===== config.mk =====
export PLATFORM = sky130hd
export DESIGN_NAME = audio_agc_attack_decay_core
export DESIGN_NICKNAME = d
export VERILOG_FILES = /design/src/agc_pkg.sv /design/src/agc_cfg.sv /design/src/agc_ctrl.sv /design/src/agc_dp.sv /design/src/audio_agc_attack_decay_core.sv
export SDC_FILE = /design/constraint.sdc
export NUM_CORES = 2
export LEC_CHECK = 0
export ABC_AREA = 1
export BUFFER_PORTS_ARGS = -buffer_cell sky130_fd_sc_hd__buf_2
export CAP_MARGIN = 20
export CELL_PAD_IN_SITES_DETAIL_PLACEMENT = 1
export CELL_PAD_IN_SITES_GLOBAL_PLACEMENT = 1
export CORE_UTILIZATION = 49
export DETAILED_ROUTE_END_ITERATION = 16
export PLACE_DENSITY = 0.93
export RECOVER_POWER = 25
export SYNTH_ARGS = -nofsm -noshare
export SYNTH_HDL_FRONTEND = slang
export SYNTH_HIERARCHICAL = 1
export SYNTH_SLANG_ARGS = --single-unit

===== constraint.sdc =====
create_clock -name clk -period 12.4 [get_ports clk]
set_clock_uncertainty 0.05 [all_clocks]
set_input_delay 2.48 -clock clk [delete_from_list [all_inputs] [get_ports clk]]
set_output_delay 2.48 -clock clk [all_outputs]
set_load 0.01 [all_outputs]

===== src/agc_pkg.sv =====
`default_nettype none
package agc_pkg;

	localparam int unsigned SampleW = 16;
	localparam int unsigned MagW    = 17;
	localparam int unsigned GainW   = 24;
	localparam int unsigned LevelW  = 15;
	localparam int unsigned RateW   = 16;
	localparam int unsigned WideW   = 27;
	localparam int unsigned ProdW   = MagW + WideW;
	localparam int unsigned SumW    = 29;
	localparam int unsigned CfgIdxW = 3;
	localparam int unsigned CfgDatW = 24;

	localparam logic [GainW-1:0] ONE_GAIN = 24'd16384;

	typedef enum logic [CfgIdxW-1:0] {
		REG_TARGET = 3'd0,
		REG_MAXG   = 3'd1,
		REG_ATTACK = 3'd2,
		REG_DECAY  = 3'd3,
		REG_CLIP   = 3'd4
	} reg_idx_t;

	typedef enum logic [2:0] {
		ST_IDLE,
		ST_MAG,
		ST_DIFF,
		ST_STEP,
		ST_GAIN,
		ST_OUT
	} state_t;

	typedef enum logic {
		MUL_MAG_GAIN,
		MUL_RATE_DIFF
	} mul_sel_t;

	typedef struct packed {
		logic [LevelW-1:0] target_level;
		logic [GainW-1:0]  max_gain;
		logic [RateW-1:0]  attack_rate;
		logic [RateW-1:0]  decay_rate;
		logic [LevelW-1:0] clip_level;
	} cfg_t;

	typedef struct packed {
		logic     ld_in;
		mul_sel_t mul_sel;
		logic     en_mag;
		logic     en_diff;
		logic     en_step;
		logic     en_gain;
		logic     ld_out;
	} ctrl_t;

endpackage
`default_nettype wire


===== src/agc_cfg.sv =====
`default_nettype none
module agc_cfg
	import agc_pkg::*;
(
	input  wire logic               clk,
	input  wire logic               arst_n,
	input  wire logic               cfg_we,
	input  wire logic [CfgIdxW-1:0] cfg_index,
	input  wire logic [CfgDatW-1:0] cfg_data,
	output cfg_t                    cfg
);

	cfg_t cfg_q;

	always_ff @(posedge clk or negedge arst_n) begin
		if (!arst_n) begin
			cfg_q.target_level <= 15'd9830;
			cfg_q.max_gain     <= 24'd16384000;
			cfg_q.attack_rate  <= 16'd32768;
			cfg_q.decay_rate   <= 16'd328;
			cfg_q.clip_level   <= 15'd32440;
		end else if (cfg_we) begin
			unique case (cfg_index)
				REG_TARGET: cfg_q.target_level <= cfg_data[LevelW-1:0];
				REG_MAXG:   cfg_q.max_gain     <= cfg_data[GainW-1:0];
				REG_ATTACK: cfg_q.attack_rate  <= cfg_data[RateW-1:0];
				REG_DECAY:  cfg_q.decay_rate   <= cfg_data[RateW-1:0];
				REG_CLIP:   cfg_q.clip_level   <= cfg_data[LevelW-1:0];
				default: ;
			endcase
		end
	end

	assign cfg = cfg_q;

endmodule
`default_nettype wire


===== src/agc_ctrl.sv =====
`default_nettype none
module agc_ctrl
	import agc_pkg::*;
(
	input  wire logic clk,
	input  wire logic arst_n,
	input  wire logic in_valid,
	input  wire logic out_busy,
	output logic      in_stall,
	output ctrl_t     ctrl
);

	state_t state_q;
	state_t state_d;

	always_ff @(posedge clk or negedge arst_n) begin
		if (!arst_n) begin
			state_q <= ST_IDLE;
		end else begin
			state_q <= state_d;
		end
	end

	always_comb begin
		state_d = state_q;
		unique case (state_q)
			ST_IDLE: begin
				if (in_valid) begin
					state_d = ST_MAG;
				end
			end
			ST_MAG:  state_d = ST_DIFF;
			ST_DIFF: state_d = ST_STEP;
			ST_STEP: state_d = ST_GAIN;
			ST_GAIN: state_d = ST_OUT;
			ST_OUT: begin
				if (!out_busy) begin
					state_d = ST_IDLE;
				end
			end
			default: state_d = ST_IDLE;
		endcase
	end

	always_comb begin
		ctrl = '0;
		ctrl.mul_sel = MUL_MAG_GAIN;
		in_stall = 1'b1;
		unique case (state_q)
			ST_IDLE: begin
				in_stall    = 1'b0;
				ctrl.ld_in  = in_valid;
			end
			ST_MAG:  ctrl.en_mag = 1'b1;
			ST_DIFF: ctrl.en_diff = 1'b1;
			ST_STEP: begin
				ctrl.mul_sel = MUL_RATE_DIFF;
				ctrl.en_step = 1'b1;
			end
			ST_GAIN: ctrl.en_gain = 1'b1;
			ST_OUT:  ctrl.ld_out = !out_busy;
			default: ;
		endcase
	end

endmodule
`default_nettype wire


===== src/agc_dp.sv =====
`default_nettype none
module agc_dp
	import agc_pkg::*;
(
	input  wire logic                clk,
	input  wire logic                arst_n,
	input  wire cfg_t                cfg,
	input  wire ctrl_t               ctrl,
	input  wire logic [SampleW-1:0]  sample,
	input  wire logic                out_stall,
	output logic                     out_valid,
	output logic                     out_busy,
	output logic signed [SampleW-1:0] audio,
	output logic [GainW-1:0]         current_gain
);

	logic              neg_q;
	logic [MagW-1:0]   mag_q;
	logic [GainW-1:0]  gain_q;
	logic [WideW-1:0]  m_q;
	logic [WideW-1:0]  diff_q;
	logic [RateW-1:0]  rate_q;
	logic              dn_q;
	logic [WideW-1:0]  step_q;
	logic              out_valid_q;
	logic [SampleW-1:0] audio_q;
	logic [GainW-1:0]  cur_gain_q;

	logic [MagW-1:0]   mul_a;
	logic [WideW-1:0]  mul_b;
	logic [ProdW-1:0]  prod;
	logic [ProdW-1:0]  rnd;
	logic [WideW-1:0]  scaled;
	logic [MagW-1:0]   mag_d;
	logic signed [SumW-1:0] g_sum;
	logic signed [SumW-1:0] g_max;
	logic [GainW-1:0]  g_new;
	logic [LevelW-1:0] y_clip;

	// shared multiplier
	always_comb begin
		unique case (ctrl.mul_sel)
			MUL_MAG_GAIN: begin
				mul_a = mag_q;
				mul_b = {{(WideW-GainW){1'b0}}, gain_q};
			end
			MUL_RATE_DIFF: begin
				mul_a = {1'b0, rate_q};
				mul_b = diff_q;
			end
			default: begin
				mul_a = mag_q;
				mul_b = {{(WideW-GainW){1'b0}}, gain_q};
			end
		endcase
	end

	assign prod   = ProdW'(mul_a) * ProdW'(mul_b);
	assign rnd    = prod + ProdW'(32768);
	assign scaled = prod[WideW+13:14];

	assign mag_d = sample[SampleW-1] ? MagW'(17'h10000 - {1'b0, sample}) : {1'b0, sample};

	assign g_sum = dn_q ? ($signed({{(SumW-GainW){1'b0}}, gain_q})
	                     - $signed({{(SumW-WideW){1'b0}}, step_q}))
	                    : ($signed({{(SumW-GainW){1'b0}}, gain_q})
	                     + $signed({{(SumW-WideW){1'b0}}, step_q}));
	assign g_max = $signed({{(SumW-GainW){1'b0}}, cfg.max_gain});

	always_comb begin
		logic signed [SumW-1:0] g;
		g = g_sum;
		if (g > g_max) begin
			g = g_max;
		end
		if (g < $signed({{(SumW-GainW){1'b0}}, ONE_GAIN})) begin
			g = $signed({{(SumW-GainW){1'b0}}, ONE_GAIN});
		end
		g_new = g[GainW-1:0];
	end

	assign y_clip = (scaled > {{(WideW-LevelW){1'b0}}, cfg.clip_level})
	                ? cfg.clip_level : scaled[LevelW-1:0];

	always_ff @(posedge clk or negedge arst_n) begin
		if (!arst_n) begin
			gain_q <= ONE_GAIN;
		end else if (ctrl.en_gain) begin
			gain_q <= g_new;
		end
	end

	always_ff @(posedge clk) begin
		if (ctrl.ld_in) begin
			neg_q <= sample[SampleW-1];
			mag_q <= mag_d;
		end
		if (ctrl.en_mag) begin
			m_q <= scaled;
		end
		if (ctrl.en_diff) begin
			if (m_q > {{(WideW-LevelW){1'b0}}, cfg.target_level}) begin
				dn_q   <= 1'b1;
				diff_q <= m_q - {{(WideW-LevelW){1'b0}}, cfg.target_level};
				rate_q <= cfg.attack_rate;
			end else begin
				dn_q   <= 1'b0;
				diff_q <= {{(WideW-LevelW){1'b0}}, cfg.target_level} - m_q;
				rate_q <= cfg.decay_rate;
			end
		end
		if (ctrl.en_step) begin
			step_q <= rnd[WideW+15:16];
		end
	end

	// output register
	always_ff @(posedge clk or negedge arst_n) begin
		if (!arst_n) begin
			out_valid_q <= 1'b0;
		end else if (ctrl.ld_out) begin
			out_valid_q <= 1'b1;
		end else if (!out_stall) begin
			out_valid_q <= 1'b0;
		end
	end

	always_ff @(posedge clk) begin
		if (ctrl.ld_out) begin
			audio_q    <= neg_q ? SampleW'(17'h10000 - {2'b0, y_clip})
			                    : {1'b0, y_clip};
			cur_gain_q <= gain_q;
		end
	end

	assign out_busy     = out_valid_q && out_stall;
	assign out_valid    = out_valid_q;
	assign audio        = $signed(audio_q);
	assign current_gain = cur_gain_q;

endmodule
`default_nettype wire


===== src/audio_agc_attack_decay_core.sv =====
`default_nettype none
// Audio gain control with attack and decay. Each sample beat (signed Q1.15) is
// scaled by the running Q10.14 gain; the magnitude is compared with target_level
// and the gain is lowered by attack_rate times the excess or raised by decay_rate
// times the shortfall, then held between 1.0 and max_gain. The sample scaled by
// the new gain and clipped to plus or minus clip_level leaves as one result beat
// with the new gain. An accepted sample goes through ST_MAG, ST_DIFF, ST_STEP,
// ST_GAIN and ST_OUT into the output register and no new sample is taken before
// then, as one 17x27 multiplier is used three times in turn under a small
// sequencer; in_stall stays high meanwhile and while a finished result is held
// back by out_stall. The user must write registers through cfg_we/cfg_index/
// cfg_data only while idle (not enforced); indexes beyond clip_level are ignored.
module audio_agc_attack_decay_core
	import agc_pkg::*;
(
	input  wire logic                 clk,
	input  wire logic                 arst_n,
	input  wire logic                 cfg_we,
	input  wire logic [CfgIdxW-1:0]   cfg_index,
	input  wire logic [CfgDatW-1:0]   cfg_data,
	input  wire logic                 in_valid,
	output logic                      in_stall,
	input  wire logic signed [SampleW-1:0] sample,
	output logic                      out_valid,
	input  wire logic                 out_stall,
	output logic signed [SampleW-1:0] audio,
	output logic [GainW-1:0]          current_gain
);

	cfg_t  cfg;
	ctrl_t ctrl;
	logic  out_busy;

	agc_cfg u_cfg (
		.clk       (clk),
		.arst_n    (arst_n),
		.cfg_we    (cfg_we),
		.cfg_index (cfg_index),
		.cfg_data  (cfg_data),
		.cfg       (cfg)
	);

	agc_ctrl u_ctrl (
		.clk      (clk),
		.arst_n   (arst_n),
		.in_valid (in_valid),
		.out_busy (out_busy),
		.in_stall (in_stall),
		.ctrl     (ctrl)
	);

	agc_dp u_dp (
		.clk          (clk),
		.arst_n       (arst_n),
		.cfg          (cfg),
		.ctrl         (ctrl),
		.sample       (sample),
		.out_stall    (out_stall),
		.out_valid    (out_valid),
		.out_busy     (out_busy),
		.audio        (audio),
		.current_gain (current_gain)
	);

endmodule
`default_nettype wire

==> impl_metrics.json <==
{
  "ys_seq_elements": 270,
  "die_area_sq_um": 68200,
  "setup_tns_ns": 0,
  "htree_num_levels": 1,
  "synth_ff_type": "edfxtp_1",
  "layout_commonest_cell": "nand2_1",
  "synth.largest_area_cell": "fa_1",
  "grt_overflow": 0,
  "r2r_setup_slack_ns": 0.81,
  "whs_ns": 0.414,
  "outcome": "finished, violations left",
  "postCtsSetupBuffers": 0,
  "layout.nets": 4940,
  "antenna_found_initial": 6,
  "cts_tree": "yes",
  "cts.clk_slew.worst_paths_ns": 0.07,
  "cts_root_buffer": "clkbuf_16",
  "avgRoutedWirePerCell_um": 25.6,
  "relSlewSlack_pct": -176,
  "period_share_pct": 93.4,
  "clk_latency_ns": 0.62,
  "yosysWarnings": 6,
  "synthToLayoutAreaGrowth_pct": 7.16,
  "layout_common_cells": "nand2_1, inv_1, nor2_1",
  "synth_area_leaders": "fa_1, edfxtp_1, nand2_1, inv_1, ha_1",
  "portBuffers": 89,
  "die_h_um": 261,
  "rows": 94,
  "grt_pass1_vias": 32800,
  "setup_violations": 0,
  "nFillCells": 8305,
  "synth_cells": 4242,
  "syn_avg_cell_area_sq_um": 7.76,
  "r2r_start": "u_ctrl/state_q[2]$_DFFE_PN0P_",
  "worst_path_largest_cell_delay_ns": 0.71,
  "ys_seq_area_share_pct": 23.0,
  "synth_top_area_share_pct": 22.8,
  "drc": 0,
  "numCtsBuffers": 31,
  "wl_mm": 133,
  "io_pins": 90,
  "vias": 30700,
  "drive_gt1_share_pct": 7.26,
  "core_area_sq_um": 66100,
  "min-delay-path-class": "reg -> reg",
  "start_kind": "register",
  "cp_max_fo": 25,
  "critical_path_required_ns": 12.73,
  "dp_hpwl_mm": 107,
  "max_slew.worst_pin.slew_ns": 4.14,
  "netlist_area_sq_um": 32900,
  "grt_setup_unrepaired": "no",
  "path_class": "reg -> reg",
  "die_w_um": 261,
  "reg2reg_depth": 45,
  "fin_util_pct": 53.4,
  "yosysUniqueCellTypes": 61,
  "fmax_mhz": 86.3,
  "fin_crit_ns": 11.59,
  "grt_max_degree": 92,
  "worst_path_most_repeated_cell": "inv_1",
  "postSynth.asyncResetShare_pct": 42.2,
  "seq_area_sq_um": 7570,
  "timing.final.hold_violations": 0,
  "ant_nets": 0,
  "synth_edf_count": 156,
  "worstPathArrival_ns": 11.91,
  "first_pass_iters": 7,
  "hold_buffers": 0,
  "clkSinkCount": 270,
  "drv_cap": 3,
  "worst_setup_path_end_kind": "register",
  "violations": "max-capacitance violations, max-slew violations",
  "ctsResizeCount": 0,
  "grt_pass1_wl_mm": 200,
  "critPathCapture": "u_dp/audio[12]$_DFFE_PP_",
  "cp-startpoint": "u_ctrl/state_q[2]$_DFFE_PN0P_",
  "cts_buffer_depth": 3,
  "grt_usage_pct": 39.3,
  "r2r-end": "u_dp/audio[12]$_DFFE_PP_",
  "multiInputGateArea_sq_um": 21600,
  "via_per_inst": 5.93,
  "maxSlewViolCount": 143,
  "gp_congestion": 0.996,
  "crit_path_top_delay_cell": "xnor2_1",
  "start_util_pct": 49.8,
  "drtIter0Drc": 3121
}
==> how the worst min path moves through the flow <==
| stage | from | to | slack [ns] | depth (start not counted) |
|---|---|---|---|---|
| global route | u_cfg/cfg[66]$_DFFE_PN1P_ | u_cfg/cfg[66]$_DFFE_PN1P_ | 0.43 | 2 |
| finish | u_cfg/cfg[66]$_DFFE_PN1P_ | u_cfg/cfg[66]$_DFFE_PN1P_ | 0.41 | 2 |
| detailed placement | u_cfg/cfg[66]$_DFFE_PN1P_ | u_cfg/cfg[66]$_DFFE_PN1P_ | 0.41 | 2 |
| CTS | u_cfg/cfg[66]$_DFFE_PN1P_ | u_cfg/cfg[66]$_DFFE_PN1P_ | 0.42 | 2 |
| global placement | u_cfg/cfg[36]$_DFFE_PN0P_ | u_cfg/cfg[36]$_DFFE_PN0P_ | 0.40 | 2 |
| floorplan | u_cfg/cfg[1]$_DFFE_PN0P_ | u_cfg/cfg[1]$_DFFE_PN0P_ | 0.39 | 2 |
==> kinds of logic after synthesis <==
kind of cell             synth area share, %
AO/OA/AOI/OAI                           7.21
adder cells (fa/ha/maj)                 31.6
other                                 0.0114
multiplexers                           0.152
AND/OR/NAND/NOR                         23.5
buffers and inverters                   11.3
flip-flops                              23.0
XOR/XNOR                                3.18
==> synthesized netlist by cell type, drive strengths merged, types with 2 or more instances <==
cell type / number
buf: 45
o21bai: 16
o221ai: 4
ha: 232
a21boi: 9
nand2: 1100
xnor2: 26
o31ai: 6
nand3: 197
o21a: 25
dfstp: 28
mux2i: 5
o21ai: 162
nor3: 31
edfxtp: 156
nor4: 13
a21oi: 162
nor2: 476
nand3b: 5
nand4: 31
fa: 375
dfrtp: 86
clkbuf: 75
and2: 2
and3: 3
clkinv: 13
o2111ai: 3
a211oi: 4
or2: 6
xor2: 90
inv: 829
a22oi: 2
a21o: 9
a31oi: 9
==> per-stage QoR <==
step,worst slack (ns),std cells,instance area (sq um)
2_1_floorplan,2.08,4244,32900
3_3_place_gp,1.82,5116,34200
3_5_place_dp,1.09,5116,34200
4_1_cts,1.01,5174,35300
5_1_grt,0.255,5174,35300
6_report,0.815,5175,35300
==> final cells by class <==
| type | count | area share (%) |
|---|---|---|
| diodes | 1 | 0.00710 |
| clock buffers | 39 | 2.46 |
| clock inverters | 19 | 0.585 |
| inverters | 842 | 8.96 |
| multi-input cells | 3012 | 61.4 |
| flip-flops and latches | 270 | 21.5 |
| well taps | 864 | 3.07 |
| repair buffers | 128 | 2.08 |
==> metal layers <==
metal	share of wire, %	GRT usage (%)	vias up	routed length [um]
met5	0.051	0	-	67
met4	8.0	26.0	6	10600
met3	9.8	8.04	522	13000
met2	45	62.2	1797	60200
met1	37	48.8	15300	48700
li1	-	-	13100	-
==> worst max-delay path: cells and delay by family (launching register included) <==
kind | cells | cell delay (ns)
AOI/OAI and AO/OA | 6 | 1.01
and+or+nand+nor | 20 | 3.24
DFF | 1 | 0.46
xor gates and xnor gates | 1 | 0.71
adders and majority gates | 9 | 3.96
buffers and inverters | 9 | 1.92
==> state kept, by name (all words and copies together) (netlist names), 3 cells and up <==
signal / flops
u_dp/diff_q: 27
u_ctrl/state_q: 3
u_dp/gain_q: 24
u_dp/audio: 16
u_dp/mag_q: 17
u_cfg/cfg: 86
u_dp/current_gain: 24
u_dp/step_q: 27
u_dp/rate_q: 16
u_dp/m_q: 27
Power is left out: the tool's default activity adds up to more than one toggle a clock period on the data nets, which glitch-free logic cannot reach.
